==> src/design/lsc_pkg.sv <==
`timescale 1ns / 1ps

package lsc_pkg;

    // Number of CORDIC iterations in each rotator (8 to 24).
    localparam int CORDIC_STEPS = 16;
    localparam int ARC_COUNT    = 24;
    localparam int STEPS        = (CORDIC_STEPS < ARC_COUNT) ? CORDIC_STEPS : ARC_COUNT;

    // Depth of the queue between the front and the back.
    localparam int QDEPTH = 4;
    localparam int QPW    = $clog2(QDEPTH);
    localparam int QCW    = $clog2(QDEPTH + 1);

    // Widths of the vectoring CORDIC datapath.
    localparam int VW = 20;
    localparam int AW = 34;
    // Width of the rotation CORDIC datapath.
    localparam int RW = 33;

    // Angles are radians scaled by 2^30.
    localparam logic signed [35:0] PI30      = 36'sd3373259426;
    localparam logic signed [35:0] HALF_PI30 = 36'sd1686629713;
    localparam logic signed [35:0] TWO_PI30  = 36'sd6746518852;
    localparam logic signed [RW-1:0] INV_GAIN30 = 33'sd652032874;

    // atan(2^-i) scaled by 2^30, truncated.
    localparam logic [29:0] ARC_TAB [0:ARC_COUNT-1] = '{
        30'd843314856, 30'd497837829, 30'd263043836, 30'd133525158, 30'd67021686,
        30'd33543515, 30'd16775850, 30'd8388437, 30'd4194282, 30'd2097149,
        30'd1048575, 30'd524287, 30'd262143, 30'd131071, 30'd65535, 30'd32767,
        30'd16383, 30'd8191, 30'd4095, 30'd2047, 30'd1023, 30'd511, 30'd255, 30'd127
    };

    // Configuration register indexes.
    localparam logic [7:0] CFG_TRIP_GAIN    = 8'd0;
    localparam logic [7:0] CFG_HEADING_GAIN = 8'd1;
    localparam logic [7:0] CFG_LATERAL_GAIN = 8'd2;
    localparam logic [7:0] CFG_TURN_LIMIT   = 8'd3;

    localparam logic [23:0] TRIP_GAIN_RST    = 24'd65536;
    localparam logic [23:0] HEADING_GAIN_RST = 24'd655360;
    localparam logic [23:0] LATERAL_GAIN_RST = 24'd196608;
    localparam logic [23:0] TURN_LIMIT_RST   = 24'd65536;

    typedef struct packed {
        logic [23:0] trip_gain;
        logic [23:0] heading_gain;
        logic [23:0] lateral_gain;
        logic [23:0] turn_limit;
    } t_cfg;

    // One pose in the vectoring CORDIC.
    typedef struct packed {
        logic signed [VW-1:0] x;
        logic signed [VW-1:0] y;
        logic signed [AW-1:0] ang;
        logic                 zero;
    } t_vec;

    typedef struct packed {
        logic signed [32:0] dx;
        logic signed [32:0] dy;
        logic signed [31:0] gspeed;
        logic signed [31:0] gturn;
    } t_pay;

    // Item as it sits in the queue.
    typedef struct packed {
        t_vec g;
        t_vec m;
        t_pay pay;
    } t_fitem;

endpackage

==> src/design/lsc_fifo.sv <==
`timescale 1ns / 1ps

module lsc_fifo import lsc_pkg::*; (
    input  logic   i_clk,
    input  logic   i_rst_n,
    input  logic   i_push,
    input  t_fitem i_data,
    input  logic   i_pop,
    output logic   o_valid,
    output t_fitem o_data
);

    t_fitem         r_mem [QDEPTH];
    logic [QPW-1:0] r_wr;
    logic [QPW-1:0] r_rd;
    logic [QCW-1:0] r_cnt;

    always_ff @(posedge i_clk) begin
        if (!i_rst_n) begin
            r_wr  <= '0;
            r_rd  <= '0;
            r_cnt <= '0;
        end else begin
            if (i_push) begin
                r_wr <= r_wr + 1'b1;
            end
            if (i_pop) begin
                r_rd <= r_rd + 1'b1;
            end
            r_cnt <= r_cnt + QCW'(i_push) - QCW'(i_pop);
        end
    end

    always_ff @(posedge i_clk) begin
        if (i_push) begin
            r_mem[r_wr] <= i_data;
        end
    end

    assign o_valid = (r_cnt != '0);
    assign o_data  = r_mem[r_rd];

    a_no_overflow: assert property (@(posedge i_clk) disable iff (!i_rst_n)
        !(i_push && !i_pop && (r_cnt == QCW'(QDEPTH))))
        else $error("queue written while full");
    a_no_underflow: assert property (@(posedge i_clk) disable iff (!i_rst_n)
        !(i_pop && (r_cnt == '0)))
        else $error("queue read while empty");
    a_pop_count: assert property (@(posedge i_clk) disable iff (!i_rst_n)
        (i_pop && !i_push) |=> (r_cnt == $past(r_cnt) - 1'b1))
        else $error("queue count did not drop on a read");

endmodule

==> config.mk <==
export PLATFORM = sky130hd
export DESIGN_NAME = lsc_fifo
export DESIGN_NICKNAME = d
export VERILOG_FILES = /design/src/design/lsc_pkg.sv /design/src/design/lsc_fifo.sv
export SDC_FILE = /design/constraint.sdc
export NUM_CORES = 1
export LEC_CHECK = 0
export BUFFER_PORTS_ARGS = -buffer_cell sky130_fd_sc_hd__buf_2
export CAP_MARGIN = 15
export CORE_MARGIN = 2
export CORE_UTILIZATION = 59
export CTS_BUF_LIST = sky130_fd_sc_hd__clkbuf_8
export CTS_CLUSTER_DIAMETER = 80
export DETAILED_ROUTE_END_ITERATION = 6
export PLACE_DENSITY = 0.89
export REMOVE_ABC_BUFFERS = 1
export SYNTH_ARGS = -nofsm -noshare
export SYNTH_HDL_FRONTEND = slang
export SYNTH_SLANG_ARGS = --single-unit
==> constraint.sdc <==
create_clock -name i_clk -period 8.9 [get_ports i_clk]
set_input_delay 1.335 -clock i_clk [delete_from_list [all_inputs] [get_ports i_clk]]
set_output_delay 1.335 -clock i_clk [all_outputs]
set_load 0.02 [all_outputs]
==> flow_metrics.tcl <==
set metrics [dict create \
    rsz0062_at_grt "false" \
    clock_tree.buffer_depth 3 \
    crit_type "register to output pin" \
    wl_per_cell_um 27.14 \
    peakVddDrop_v 0.0001863 \
    critical_path.startpoint_type "register" \
    yosysSeqAreaShare_pct 82.85 \
    syn_area_per_cell_sq_um 27.14 \
    h-tree-depth 4 \
    holdWs_ns 0.5537 \
    rr_endpoint "r_mem[2][272]" \
    min_period_ns 5.110 \
    grt_usage_pct 24.46 \
    relSlewSlack_pct 19.14 \
    endpoint_kind "output pin" \
    crit_path_end "o_data[227]" \
    first_pass_iters 5 \
    fmax_mhz 195.7 \
    critPathMaxFanout 105 \
    grt_pass1_vias 20320 \
    maxSlewViolCount 0 \
    die_area_sq_um 71290 \
    port_buffers 564 \
    yosys.area.top_type "edfxtp_1" \
    ant_nets 0 \
    syn_inst 1504 \
    finalNetCount 2482 \
    synth_cell_types 18 \
    core_sq_um 68590 \
    min_path_type "register to register" \
    status "finished, final reports clean" \
    drc 0 \
    ff2ff_path_depth 5 \
    period_share_pct 57.41 \
    cts_buffers 166 \
    wl_um 88950 \
    total_leakage_power_uw 0.01611 \
    cellPowerDensity_nw_per_um2 237.5 \
    critical_path_required_ns 7.57 \
    synth_area_sq_um 40810 \
    clk_latency_ns 0.82 \
    grt_antenna_before_repair 31 \
    crit_chain "buf_12 > buf_4 > mux4_2 > buf_2" \
    num_vias 19310 \
    finClkSkew_ns 0.03960 \
    cts.hold.buffers_added 0 \
    ios 565 \
    drive_above_1_share_pct 46.34 \
    grt_pass1_wl_um 126600 \
    synth_area_leaders "edfxtp_1, mux4_2, buf_6" \
    postCtsSetupBuffers 0 \
    gp_congestion 0.7894 \
    die_h_um 267.0 \
    p_total_uw 11340 \
    slowest_stage "dfxtp_4" \
    drt_iter0_drc 1960 \
    hold_viol 0 \
    vias_per_cell 5.892 \
    clock-root-buffer "clkbuf_8" \
    fp-row-count 96 \
    timing.rr.start "r_wr[0]" \
    tightest_slew_ns 1.213 \
    post-dp-hpwl_um 52160 \
    setup_viol 0 \
    clk_pin_slew_ns 0.06 \
    start_util_pct 59.50 \
    ys_ff_latch 1129 \
    cts_resized 0 \
    die_width_um 267.0 \
    synth-warning-count 0 \
    grt_max_degree 160 \
    areaGrowthSynthToFinish_pct 17.00 \
    overflow 0 \
    yosysTopAreaCellShare_pct 82.41 \
    critical_path_arrival_ns 3.77 \
    cts_tree "yes" \
    r2r_slack_ns 5.93 \
    cp_slowest_stage_delay_ns 0.76 \
    max_cap_viol_count 0 \
    clkSinkCount 1129 \
]
==> critical path: cells and delay by family (launching register included) <==
family,cells,cell delay (ns)
buffers and inverters,3,1.56
flip-flops,1,0.76
multiplexers,1,0.65
==> where the power goes <==
group | internal, uW | switching (uW) | total, uW
sequential | 6120 | 82.1 | 6200
combinational | 474 | 756 | 1230
clock | 1930 | 1970 | 3910
==> placed cells by master (no fill, tap or decap), drive strengths merged, types with 2 or more instances in the layout <==
master / instances
edfxtp: 1120
buf: 581
mux4: 280
clkbuf: 168
clkinv: 74
inv: 59
diode: 23
dfxtp: 9
ha: 6
and2: 6
nor2: 5
bufinv: 5
xnor2: 2
clkinvlp: 2
==> metrics by stage <==
stage / area, sq um / util (%) / cells / setup TNS (ns) / setup WS [ns]
2_1_floorplan: 40380 / - / 1442 / -1382.77 / -4.938
3_3_place_gp: 44600 / 65.02 / 2954 / 0 / 4.482
3_5_place_dp: 44600 / 65.02 / 2954 / 0 / 4.427
4_1_cts: 47690 / 69.54 / 3255 / 0 / 3.533
5_1_grt: 47730 / 69.59 / 3270 / 0 / 3.381
6_report: 47750 / 69.62 / 3278 / 0 / 3.790
==> how the worst min path moves through the flow <==
stage / cells after the start / end / startpoint
2_1_floorplan: 2 / register / r_rd[1]
3_3_place_gp: 2 / register / r_rd[1]
3_5_place_dp: 2 / register / r_rd[0]
4_1_cts: 2 / register / r_rd[0]
5_1_grt: 2 / register / r_rd[0]
6_report: 2 / register / r_rd[0]
==> flip-flops by register name, summed over array words and instances (netlist names), named ones only <==
| signal | cells |
|---|---|
| r_wr | 2 |
| r_mem | 1120 |
| r_rd | 2 |
| r_cnt | 3 |
==> cell usage after synthesis <==
cell type	instances
clkbuf_1	10
fa_1	1
mux2i_1	1
xnor2_1	2
nand3b_1	1
inv_1	7
or3_1	1
edfxtp_1	1120
a21oi_1	1
and2_1	6
nor2_1	5
mux4_2	280
dfxtp_1	9
buf_6	22
ha_1	6
buf_2	30
xor3_1	1
a21bo_2	1
==> final cells by class <==
type,count,area [sq um]
clock buffer,168,2312
inverter,7,26.28
timing repair buffer,581,3038
multi-input combinational,306,6548
fill,3745,20840
clock inverter,133,783.3
sequential,1129,33820
tap,931,1165
antenna,23,57.56
==> layer usage <==
| metal | wire (um) | share of wire, % | track usage, % |
|---|---|---|---|
| met5 | 143 | 0.16 | 0 |
| met2 | 47980 | 54 | 42.21 |
| met4 | 2726 | 3.1 | 9.748 |
| met1 | 30910 | 35 | 28.64 |
| met3 | 7200 | 8.1 | 7.787 |
==> cell families after synthesis <==
family                   synth area share (%)
AND/OR/NAND/NOR                        0.1717
flip-flops                              82.85
multiplexers                            15.48
XOR/XNOR                               0.1012
adder cells (fa/ha/maj)                0.2330
buffers and inverters                   1.131
AO/OA/AOI/OAI                         0.03678
(Power assumes the default switching activity.)
