## config.mk

```make
export PLATFORM = sky130hd
export DESIGN_NAME = lsc_front
export DESIGN_NICKNAME = d
export VERILOG_FILES = /design/src/design/lsc_pkg.sv /design/src/design/lsc_front.sv
export SDC_FILE = /design/constraint.sdc
export NUM_CORES = 1
export LEC_CHECK = 0
export BUFFER_PORTS_ARGS = -buffer_cell sky130_fd_sc_hd__buf_2
export CORE_MARGIN = 2
export CORE_UTILIZATION = 27
export DETAILED_ROUTE_END_ITERATION = 12
export HOLD_SLACK_MARGIN = 0.08
export PLACE_DENSITY = 0.6
export SYNTH_ARGS = -nofsm -noshare
export SYNTH_HDL_FRONTEND = slang
export SYNTH_SLANG_ARGS = --single-unit
export TNS_END_PERCENT = 1
```

## constraint.sdc

```tcl
create_clock -name i_clk -period 13.6 [get_ports i_clk]
set_input_delay 0.68 -clock i_clk [delete_from_list [all_inputs] [get_ports i_clk]]
set_output_delay 0.68 -clock i_clk [all_outputs]
set_load 0.05 [all_outputs]
```

## src/design/lsc_pkg.sv

```systemverilog
`timescale 1ns / 1ps

package lsc_pkg;

    // Number of CORDIC iterations in each rotator (8 to 24).
    localparam int CORDIC_STEPS = 16;
    localparam int ARC_COUNT    = 24;
    localparam int STEPS        = (CORDIC_STEPS < ARC_COUNT) ? CORDIC_STEPS : ARC_COUNT;

    // Depth of the queue between the front and the back.
    localparam int QDEPTH = 4;
    localparam int QPW    = $clog2(QDEPTH);
    localparam int QCW    = $clog2(QDEPTH + 1);

    // Widths of the vectoring CORDIC datapath.
    localparam int VW = 20;
    localparam int AW = 34;
    // Width of the rotation CORDIC datapath.
    localparam int RW = 33;

    // Angles are radians scaled by 2^30.
    localparam logic signed [35:0] PI30      = 36'sd3373259426;
    localparam logic signed [35:0] HALF_PI30 = 36'sd1686629713;
    localparam logic signed [35:0] TWO_PI30  = 36'sd6746518852;
    localparam logic signed [RW-1:0] INV_GAIN30 = 33'sd652032874;

    // atan(2^-i) scaled by 2^30, truncated.
    localparam logic [29:0] ARC_TAB [0:ARC_COUNT-1] = '{
        30'd843314856, 30'd497837829, 30'd263043836, 30'd133525158, 30'd67021686,
        30'd33543515, 30'd16775850, 30'd8388437, 30'd4194282, 30'd2097149,
        30'd1048575, 30'd524287, 30'd262143, 30'd131071, 30'd65535, 30'd32767,
        30'd16383, 30'd8191, 30'd4095, 30'd2047, 30'd1023, 30'd511, 30'd255, 30'd127
    };

    // Configuration register indexes.
    localparam logic [7:0] CFG_TRIP_GAIN    = 8'd0;
    localparam logic [7:0] CFG_HEADING_GAIN = 8'd1;
    localparam logic [7:0] CFG_LATERAL_GAIN = 8'd2;
    localparam logic [7:0] CFG_TURN_LIMIT   = 8'd3;

    localparam logic [23:0] TRIP_GAIN_RST    = 24'd65536;
    localparam logic [23:0] HEADING_GAIN_RST = 24'd655360;
    localparam logic [23:0] LATERAL_GAIN_RST = 24'd196608;
    localparam logic [23:0] TURN_LIMIT_RST   = 24'd65536;

    typedef struct packed {
        logic [23:0] trip_gain;
        logic [23:0] heading_gain;
        logic [23:0] lateral_gain;
        logic [23:0] turn_limit;
    } t_cfg;

    // One pose in the vectoring CORDIC.
    typedef struct packed {
        logic signed [VW-1:0] x;
        logic signed [VW-1:0] y;
        logic signed [AW-1:0] ang;
        logic                 zero;
    } t_vec;

    typedef struct packed {
        logic signed [32:0] dx;
        logic signed [32:0] dy;
        logic signed [31:0] gspeed;
        logic signed [31:0] gturn;
    } t_pay;

    // Item as it sits in the queue.
    typedef struct packed {
        t_vec g;
        t_vec m;
        t_pay pay;
    } t_fitem;

endpackage

```

## src/design/lsc_front.sv

```systemverilog
`timescale 1ns / 1ps

module lsc_front import lsc_pkg::*; (
    input  logic               i_clk,
    input  logic               i_rst_n,
    input  logic               i_valid,
    output logic               o_stall,
    input  logic signed [31:0] i_goal_x,
    input  logic signed [31:0] i_goal_y,
    input  logic signed [15:0] i_goal_quat_z,
    input  logic signed [15:0] i_goal_quat_w,
    input  logic signed [31:0] i_goal_speed,
    input  logic signed [31:0] i_goal_turn,
    input  logic signed [31:0] i_meas_x,
    input  logic signed [31:0] i_meas_y,
    input  logic signed [15:0] i_meas_quat_z,
    input  logic signed [15:0] i_meas_quat_w,
    input  logic               i_pop,
    output logic               o_push,
    output t_fitem             o_item
);

    logic [QCW-1:0] r_cnt;
    logic           r_vld;
    t_fitem         r_item;
    t_fitem         n_item;
    logic           accept;

    // Moves a quaternion into the right half plane before vectoring.
    function automatic t_vec f_vinit(input logic signed [15:0] z, input logic signed [15:0] w);
        t_vec v;
        logic signed [VW-1:0] zx;
        logic signed [VW-1:0] wx;
        zx     = VW'(z);
        wx     = VW'(w);
        v.zero = (z == 16'sd0) && (w == 16'sd0);
        if (w < 16'sd0) begin
            v.x   = -wx;
            v.y   = -zx;
            v.ang = (z >= 16'sd0) ? AW'(PI30) : -AW'(PI30);
        end else begin
            v.x   = wx;
            v.y   = zx;
            v.ang = '0;
        end
        return v;
    endfunction

    assign o_stall = (r_cnt == QCW'(QDEPTH));
    assign accept  = i_valid && !o_stall;

    always_comb begin
        n_item.g          = f_vinit(i_goal_quat_z, i_goal_quat_w);
        n_item.m          = f_vinit(i_meas_quat_z, i_meas_quat_w);
        n_item.pay.dx     = 33'(i_goal_x) - 33'(i_meas_x);
        n_item.pay.dy     = 33'(i_goal_y) - 33'(i_meas_y);
        n_item.pay.gspeed = i_goal_speed;
        n_item.pay.gturn  = i_goal_turn;
    end

    // The count covers every item accepted and not yet taken by the back.
    always_ff @(posedge i_clk) begin
        if (!i_rst_n) begin
            r_cnt <= '0;
            r_vld <= 1'b0;
        end else begin
            r_cnt <= r_cnt + QCW'(accept) - QCW'(i_pop);
            r_vld <= accept;
        end
    end

    always_ff @(posedge i_clk) begin
        if (accept) begin
            r_item <= n_item;
        end
    end

    assign o_push = r_vld;
    assign o_item = r_item;

endmodule

```

==> results.md, run 1 <==
- Status: finished clean
- Port Buf Inserts: 539
- Clk_skew: 20.6 ps
- Worst path required time: 13780 ps
- Yosys top cell area share: 0.531
- Num rows: 78
- P_leak: 7.25 nW
- F_max: 317 MHz
- Die height: 218 µm
- Inst Count DP: 2140
- DIE AREA: 0.0474 mm²
- RSZ-0062 raised after global routing: false
- Power Dens Cells: 164 mW/mm²
- DRT Pass-1 Iters: 4
- Fin crit share: 0.232
- Total CTS buffers: 27
- Hold path cells: 1
- Post-synth ARST share: 0
- Reg2Reg Depth: 4
- Synth Flop Type: edfxtp_1
- Initial DRC Count: 468
- Crit. End Element: register
- Hold Path Origin: i_goal_turn[6]
- Clk buf depth: 3
- Setup TNS Final: 0 ps
- Clock H-tree levels: 1
- Ports: 542
- Type of the worst setup path: register to register
- Maximum capacitance violations: 0
- Min Tclk post-route: 3150 ps
- Vias in the first global route: 9675
- Reg-to-Reg End: o_item[121]
- Clock slew at reported path FFs: 60 ps
- Synthesized flop and latch total: 222
- All-Layer GR Usage: 0.152
- Crit Path Max Fanout: 74
- Post-synth EDFFs: 218
- Ys Warns: 0
- Post-route DRC: 0
- Critical Path AT: 3330 ps
- Critical path origin: r_cnt[2]
- Sequential share of the synthesized area: 0.538
- WHS Endpoint: o_item[6]
- GRT Residual Overflow: 0
- Crit start category: register
- Hold buffers post-CTS: 0
- Pins over their slew limit: 0
- First-pass GRT wire length: 55.2 mm
- Antenna-violating nets left: 0
- Mapped Cells: 1072
- Vias: 9914
- Hold Violations, Final: 0
- Final #Nets: 1904
- Share of layout cells above drive strength 1: 0.385
- Post-Layout Cell Count: 2193
- Initial Util: 0.273
- Fillers: 4552
- Hpwl dp: 30.8 mm
- CTS Sinks: 222
- Post-CTS Resized: 0
- Relative slew slack: 0.324
- Routed WL: 38.3 mm
- Peak VDD IR: 111 µV
- Overall power: 0.00266 W
- Die W: 218 µm
- CTS tree: done
- Post-CTS Setup Bufs: 0
- R2r startpoint: r_cnt[2]
- Syn Std Cell Area: 0.0123 mm²
- Worst Hold Class: primary input to register
- Routability Congestion: 0.857
- Worst-margin pin slew: 1010 ps
- Mean post-synth cell area: 11.5 µm²
- Leading area contributor after synthesis: edfxtp_1
- Synth cell types: 68
- Initial antenna violation count: 13
- Syn-to-layout area delta: 31.6%
- Vias per cell: 4.52
- Ranking of synthesized cells by area: edfxtp_1 53%, ha_1 7.3%, xnor2_1 6.5%
- Clk_lat worst skew: 550 ps
- Largest net degree at the start of global routing: 75
- Core ar.: 0.0452 mm²
- Area of the multi-input gates: 0.00480 mm²
- Endpoints failing setup: 0
- CTS Root Cell: clkbuf_16
- Sequential Area: 0.00663 mm²
- Routed WL per cell: 17.5 µm
- Worst-case register-to-register setup slack: 10450 ps
cell usage after synthesis, drive strengths merged, types with 5 or more instances:
cell type and n:
nand2 72, buf 68, o211ai 5, nand3 19
xnor2 92, or4 9, edfxtp 218, nor3 18
and2 13, a21oi 52, inv 102, o21a 10
a31oi 13, or3 9, and3 11, ha 72
nor2b 17, a21boi 5, o31ai 17, nand2b 15
clkbuf 15, o41ai 7, o21ai 48, nand4 8
nor2 49, a31o 5, a21o 28, o21bai 8
or2 5, xor2 15
cell families after synthesis:
logic type	synth area share
buffers and inverters	0.0759
other	0.000304
and+or+nand+nor	0.106
adders and majority gates	0.0780
xor gates and xnor gates	0.0761
DFF	0.538
AOI/OAI and AO/OA	0.126
worst max-delay path, cell delays in order, from the launching register on:
cell     delay [ps]
dfxtp_1         320
nor3b_1         180
nor2b_4         670
buf_4           880
buf_4           650
final cells by class:
cell class / count / share of cell area
flip-flops and latches: 222 / 0.409
multi-input cells: 674 / 0.296
repair buffers: 542 / 0.168
well taps: 600 / 0.0463
clock buffers: 32 / 0.0441
inverters: 102 / 0.0236
clock inverters: 17 / 0.0128
diodes: 4 / 0.000617
cells in the final DEF, fill, tap and decap left out, drive strengths merged, types with 7 or more instances in the layout:
cell	n
clkbuf	32
xor2	15
and3	11
a21oi	52
and2	13
conb	10
o31ai	17
a21o	28
nand2b	15
edfxtp	218
o21bai	8
inv	102
o41ai	7
o21a	10
buf	542
clkinv	10
a31oi	13
or3	9
or4	9
xnor2	92
nor2	49
nand3	19
nand4	8
nor3	18
nor2b	17
ha	72
o21ai	48
nand2	72
worst max-delay path by stage:
stage / slack, ps / depth (start not counted) / endpoint
after global placement: 10140 / 4 / o_item[82]
after detailed placement: 10080 / 4 / o_item[84]
after floorplan: 1500 / 9 / r_cnt[2]
final: 10450 / 4 / o_item[121]
after CTS: 10360 / 4 / o_item[260]
after global routing: 10190 / 4 / o_item[121]
state kept, by name, summed over array words and instances, names as in the netlist:
| signal | count |
|---|---|
| o_item | 218 |
| r_cnt | 3 |
| o_push | 1 |
per-stage QoR:
stage	instance area, µm²	util	setup WS (ps)	hold slack [ps]
3_5_place_dp	15300	0.338	10080	584
6_report	16200	0.359	10450	306
2_1_floorplan	12400	-	1500	558
3_3_place_gp	15300	0.338	10140	571
4_1_cts	16200	0.359	10360	274
5_1_grt	16200	0.359	10190	269
where the power goes:
group,leakage [nW],switching (W),internal [W]
Combinational,4.66,0.000744,0.000217
Sequential,2.15,0.0000393,0.000911
Clock,0.448,0.000297,0.000452
Total,7.25,0.00108,0.00158
per-layer routing:
layer  wire length (µm)  GRT usage
met1              14600      0.167
met2              19700      0.280
met3               2860     0.0404
met4               1080     0.0509
met5                110          0
(Power assumes the default switching activity.)
==> run 2: changes to the inputs <==
Settings changed: ABC_AREA set to 1.
Clock period 13.6 ns to 2.8 ns, I/O delays scaled along.
==> run 2 against run 1 <==
Sequential share of layout area decreased by 7.0 points. Worst setup slack got worse by 10000 ps. Clock skew decreased by 4.9 ps. First-iteration DRC count increased by 43%. Via count increased by 32%. Utilization increased by 2.3 points. Non-clock buffer count increased by 149. Largest cell class unchanged.
==> results.md, run 2 <==
- Status: finished clean
- Core ar.: 0.0512 mm² (+13%)
- Commonest non-fill, non-tap cell in the layout: nand2_1
- Ports: 542 (unchanged)
- Fillers: 5117 (+12%)
- Endpoints failing setup: 0 (unchanged)
- Post-synth EDFFs: 218 (unchanged)
- Combinational Power Share: 0.387 (+0.026)
- Clock H-tree levels: 1 (unchanged)
- Fin crit share: 0.870
- Antenna-violating nets left: 0 (unchanged)
- Critical Path AT: 2870 ps (-460 ps)
- Clk_skew: 15.7 ps (-4.94 ps)
- Reg-to-Reg End: o_item[74]
- Mapped Cells: 1733 (+62%)
- Pins over their slew limit: 0 (unchanged)
- Clk pwr share: 0.273 (-0.009)
- F_max: 410 MHz
- Vias per cell: 4.23 (-6.4%)
- Peak VDD IR: 417 µV (+280%)
- Worst-margin pin slew: 686 ps (-327 ps)
- Ranking of synthesized cells by area: edfxtp_1 47%, nand2_1 15%, inv_1 11%
- DRT Pass-1 Iters: 7 (+3)
- Reg2Reg Depth: 6 (+2)
- Largest net degree at the start of global routing: 115 (+53%)
- Crit start category: primary input
- Post-synth ARST share: 0 (unchanged)
- RSZ-0062 raised after global routing: false
- Post-synth top cells: 573 x nand2_1, 392 x inv_1, 218 x edfxtp_1
- P_leak: 10.5 nW (+45%)
- Hold Path Origin: i_goal_x[8]
- Switching share of power: 0.422 (+0.0161)
- CTS Sinks: 222 (unchanged)
- CP delay by family, top: buffers and inverters
- WHS Endpoint: o_item[105]
- Routability Congestion: 0.876 (+2.3%)
- Placed cell area: 0.0171 mm² (+12%)
- First-pass GRT wire length: 66.8 mm (+21%)
- Max reg flops: 218 (unchanged)
- CTS Root Cell: clkbuf_16
- Syn-to-layout area delta: 40.0%
- Worst-case register-to-register setup slack: 970 ps (-9480 ps)
- Die height: 231 µm (+6.4%)
- Synthesized flop and latch total: 222 (unchanged)
- Sequential share of the synthesized area: 0.474 (-0.0634)
- Sequential Power Share: 0.340 (-0.017)
- Post-route DRC: 0 (unchanged)
- Synth cell types: 33 (-51%)
- Diode count: 0 (-4)
- Hold path cells: 3 (+2)
- Initial Util: 0.273 (about the same)
- Internal power: 0.00797 W (+400%)
- GRT Residual Overflow: 0 (unchanged)
- Vias: 13099 (+32%)
- Yosys top cell area share: 0.469 (-0.0627)
- Hold Violations, Final: 0 (unchanged)
- CP max stage delay: 550 ps (-330 ps)
- Crit. End Element: register
- Clk buf depth: 3 (unchanged)
- Power Dens Cells: 705 mW/mm² (+330%)
- Min Tclk post-route: 2440 ps
- Worst path cell trace: dlygate4sd3_1, buf_2, inv_1, nand3_1, nor2_1, nand2_1, nor2_2, nand3_1, nand2_1, nand2_1, dlygate4sd3_1, nand2_1, dlygate4sd3_1
- Worst path required time: 3240 ps (-10540 ps)
- Initial antenna violation count: 0 (-13)
- Crit Path Max Fanout: 4 (-95%)
- Num rows: 83 (+6.4%)
- Syn Std Cell Area: 0.0140 mm² (+13%)
- Final #Nets: 2727 (+43%)
- Most frequent CP cell: nand2_1
- Initial DRC Count: 668 (+43%)
- R2r startpoint: r_cnt[1]
- Most frequent cells in the layout: 572 x nand2_1, 539 x buf_2, 391 x inv_1
- All-Layer GR Usage: 0.157 (+0.00517)
- Routed WL: 44.3 mm (+16%)
- Most frequent cell after synthesis: nand2_1
- Post-CTS Resized: 0 (unchanged)
- Ys Warns: 0 (unchanged)
- Switching power: 0.00582 W (+440%)
- Mean post-synth cell area: 8.06 µm² (-30%)
- DIE AREA: 0.0536 mm² (+13%)
- Total CTS buffers: 28 (+3.7%)
- Clock slew at reported path FFs: 60 ps (about the same)
- Synth Flop Type: edfxtp_1
- Leading area contributor after synthesis: edfxtp_1
- CTS tree: done
- Area of the multi-input gates: 0.00542 mm² (+13%)
- Vias in the first global route: 12751 (+32%)
- Maximum capacitance violations: 0 (unchanged)
- Port Buf Inserts: 539 (unchanged)
- Die W: 231 µm (+6.4%)
- Clk_lat worst skew: 560 ps (about the same)
- Setup TNS Final: 0 ps (unchanged)
- Relative slew slack: 0.542 (+0.218)
- Type of the worst setup path: primary input to register
- Post-route design area: 0.0196 mm² (+21%)
- Routed WL per cell: 14.3 µm (-18%)
- Share of layout cells above drive strength 1: 0.256 (-0.128)
- Final design utilization: 0.382 (+0.0231)
- CP max-delay cell: dlygate4sd3_1
- Hpwl dp: 34.4 mm (+12%)
- Worst Hold Class: primary input to register
- Sequential Area: 0.00663 mm² (about the same)
- Buf/Inv on CP: 5 (+3)
==> run 2: cell types whose count changed after synthesis, sizes merged, moves of 17 or more <==
cell / before / now
xnor2: 92 / 10
a21o: 28 / 2
nand3: 19 / 65
o21ai: 48 / 14
nand2: 72 / 585
nor2b: 17 / 0
xor2: 15 / 70
nor2: 49 / 127
o31ai: 17 / 0
inv: 102 / 392
==> run 2: metal layers <==
metal / wire length, µm / up-vias / track usage
met2: 21300 / 493 / 0.276
met1: 18600 / 5935 / 0.192
met5: 0 / - / 0
li1: - / 6596 / -
met3: 3090 / 75 / 0.0260
met4: 1400 / 0 / 0.0554
==> run 2: power by group through the flow <==
stage	Clock, W	Combinational (W)	Sequential, W
3_3_place_gp	0	0.00515	0.00475
3_5_place_dp	0	0.00518	0.00475
6_report	0.00377	0.00534	0.00468
2_1_floorplan	0	0.00199	0.00678
5_1_grt	0.00402	0.00568	0.00475
4_1_cts	0.00391	0.00537	0.00469
==> run 2: cells by family after synthesis <==
| kind of cell | Yosys count | share of synthesized area |
|---|---|---|
| buffers and inverters | 463 | 0.142 |
| and+or+nand+nor | 821 | 0.237 |
| DFF | 222 | 0.474 |
| other | 1 | 0.000268 |
| AOI/OAI and AO/OA | 71 | 0.0271 |
| adders and majority gates | 75 | 0.0688 |
| xor gates and xnor gates | 80 | 0.0502 |
==> run 2: layout make-up <==
class,count,area share
Sequential cell,222,0.339
Timing Repair Buffer,691,0.217
Multi-Input combinational cell,1057,0.277
Tap cell,680,0.0435
Clock inverter,18,0.0107
Clock buffer,34,0.0381
Inverter,392,0.0752
==> run 2: worst max-delay path by stage <==
stage | from | endpoint | slack, ps | cells after the start
2_1_floorplan | r_cnt[1] | r_cnt[1] | -2440 | 11
5_1_grt | i_goal_quat_z[2] | o_item[255] | 180 | 13
3_5_place_dp | i_goal_x[0] | o_item[121] | 810 | 14
4_1_cts | i_goal_quat_z[2] | o_item[255] | 440 | 13
6_report | i_goal_quat_z[2] | o_item[255] | 360 | 13
3_3_place_gp | i_goal_x[0] | o_item[129] | 860 | 14
==> run 2: timing repair <==
item,4_1_cts,5_1_grt
hold endpoints to repair,158,0
hold buffers,149,0
buffers inserted,0,0
==> run 2: through the flow <==
step	cells	setup WS [ps]	hold slack (ps)	total power [W]
finish	3094	363	119	0.0138
global route	3094	182	109	0.0144
CTS	3094	441	84.0	0.0140
detailed placement	2893	806	318	0.00993
global placement	2893	862	317	0.00990
floorplan	1742	-2440	233	0.00877
==> run 2: worst min-delay path, stage by stage <==
cell    delay (ps)
buf_2           80
ha_1           200
xor2_1          80
==> run 3: changes to the inputs <==
Clock period 2.8 ns to 2 ns, I/O delays scaled along.
==> run 3 against run 2 <==
The run now ends with setup timing left. Worst setup slack lost 370 ps. Clock skew grew 0.65 ps. Power grew 39%. Critical endpoint is now o_item[194]. Highest routed layer is now met5.
==> results.md, run 3 (synthesis results as in run 2) <==
- Initial DRC Count: 616 (-7.8%)
- Routed WL per cell: 14.3 µm (about the same)
- Reg2Reg Depth: 11 (+5)
- Worst-margin pin slew: 526 ps (-161 ps)
- Pins over their slew limit: 0 (unchanged)
- Syn-to-layout area delta: 42.9%
- R2r startpoint: r_cnt[1]
- Hold Violations, Final: 0 (unchanged)
- Vias in the first global route: 12981 (+1.8%)
- Fin worst setup slack: -2.76 ps (-366 ps)
- RSZ-0062 raised after global routing: true
- Hpwl dp: 35.1 mm (+1.9%)
- Max reg flops: 218 (unchanged)
- Clock H-tree levels: 1 (unchanged)
- Num rows: 83 (unchanged)
- Fillers: 5132 (+0.29%)
- Final design utilization: 0.390 (+0.00784)
- Share of layout cells above drive strength 1: 0.261 (+0.00500)
- Clk pwr share: 0.261 (-0.012)
- Peak VDD IR: 594 µV (+42%)
- F_max: 499 MHz
- P_leak: 10.7 nW (+1.4%)
- Most frequent cells in the layout: 571 x nand2_1, 539 x buf_2, 387 x inv_1
- Reg-to-Reg End: r_cnt[1]
- Worst Hold Class: primary input to register
- First-pass GRT wire length: 67.8 mm (+1.5%)
- Post-route DRC: 0 (unchanged)
- Core ar.: 0.0512 mm² (unchanged)
- Vias: 13222 (+0.94%)
- Fin crit share: 1.00
- Final #Nets: 2766 (+1.4%)
- Worst-case register-to-register setup slack: 130 ps (-840 ps)
- GRT Residual Overflow: 0 (unchanged)
- DRT Pass-1 Iters: 5 (-2)
- Sequential Power Share: 0.342 (+0.002)
- Type of the worst setup path: primary input to register
- Ports: 542 (unchanged)
- CTS Root Cell: clkbuf_16
- Setup TNS Final: -2.76 ps (-2.76 ps)
- Endpoints failing setup: 1 (+1)
- Status: complete, but fails checks
- Switching share of power: 0.425 (+0.00277)
- Diode count: 0 (unchanged)
- Vias per cell: 4.22 (-0.29%)
- Internal power: 0.0110 W (+39%)
- Initial Util: 0.273 (unchanged)
- CTS tree: done
- Largest net degree at the start of global routing: 73 (-37%)
- DIE AREA: 0.0536 mm² (unchanged)
- Die W: 231 µm (unchanged)
- Switching power: 0.00816 W (+40%)
- Hold_ws: 115 ps (-4.51 ps)
- Commonest non-fill, non-tap cell in the layout: nand2_1
- Port Buf Inserts: 539 (unchanged)
- Clock slew at reported path FFs: 60 ps (about the same)
- Crit start category: primary input
- Routability Congestion: 0.884 (+0.83%)
- Antenna-violating nets left: 0 (unchanged)
- Crit. End Element: register
- All-Layer GR Usage: 0.159 (+0.00204)
- Crit Path Max Fanout: 4 (unchanged)
- Total CTS buffers: 29 (+3.6%)
- Routed WL: 44.9 mm (+1.3%)
- Relative slew slack: 0.647 (+0.104)
- Critical Path AT: 2310 ps (-560 ps)
- Critical Path End: o_item[194]
- Clk buf depth: 3 (unchanged)
- Critical path origin: i_meas_quat_w[2]
- Min Tclk post-route: 2000 ps
- Failing checks: setup timing
- Power Dens Cells: 962 mW/mm² (+36%)
- CTS Sinks: 222 (unchanged)
- Die height: 231 µm (unchanged)
- Initial antenna violation count: 1 (+1)
- Clk_skew: 16.3 ps (+0.649 ps)
- Maximum capacitance violations: 0 (unchanged)
- Worst path required time: 2310 ps (-930 ps)
- Combinational Power Share: 0.397 (+0.010)
- Clk_lat worst skew: 560 ps (about the same)
[run 3: power groups by stage]
stage | Combinational, W | Clock (W) | Sequential (W)
floorplan | 0.00279 | 0 | 0.00949
global placement | 0.00729 | 0 | 0.00664
global route | 0.00811 | 0.00534 | 0.00664
finish | 0.00763 | 0.00501 | 0.00656
CTS | 0.00766 | 0.00520 | 0.00657
detailed placement | 0.00733 | 0 | 0.00665
[run 3: metal layers]
layer | vias up | share of wire | global-route usage | wire (µm)
met5 | - | 0.00022 | 0 | 10
met4 | 2 | 0.029 | 0.0514 | 1290
met3 | 77 | 0.061 | 0.0252 | 2730
met2 | 464 | 0.49 | 0.285 | 22000
met1 | 6012 | 0.42 | 0.193 | 18900
li1 | 6667 | - | - | -
[run 3: area by class of cell]
cell class                 instances  area [µm²]  share of cell area
tap                              680         851              0.0426
multi-input combinational       1057        5470               0.274
sequential                       222        6630               0.332
timing repair buffer             729        4630               0.232
clock buffer                      36         762              0.0382
inverter                         392        1470              0.0737
clock inverter                    16         146             0.00734
[run 3: how the worst min path moves through the flow]
stage	slack (ps)	from	to	cells past startpoint
floorplan	190	i_rst_n	r_cnt[0]	2
global placement	280	i_goal_turn[10]	o_item[10]	1
detailed placement	280	i_goal_turn[13]	o_item[13]	1
global route	110	i_goal_x[20]	o_item[117]	4
finish	110	i_goal_x[29]	o_item[126]	4
CTS	80	i_meas_x[8]	o_item[105]	4
[run 3: what timing repair did]
| item | in CTS | in global routing |
|---|---|---|
| endpoints found under the setup margin | 0 | 15 |
| resized for setup | 0 | 18 |
| hold buffers | 183 | 0 |
| endpoints found under the hold margin | 177 | 0 |
| setup buffers | 0 | 1 |
[run 3: through the flow]
step	worst slack (ps)	power (W)	cell area (µm²)	std cells
after global routing	-54.4	0.0201	20000	3132
after floorplan	-3240	0.0123	14000	1742
after global placement	103	0.0139	17200	2897
after CTS	35.9	0.0194	19900	3132
final	-2.76	0.0192	20000	3132
after detailed placement	58.1	0.0140	17200	2897
[run 3: worst max-delay path, cell delays in order]
cell,delay [ps]
dlygate4sd3_1,530
buf_2,120
inv_1,100
nand3_1,120
nor3_1,430
nand3_1,190
nand2_1,120
xnor2_1,60
dlygate4sd3_1,550
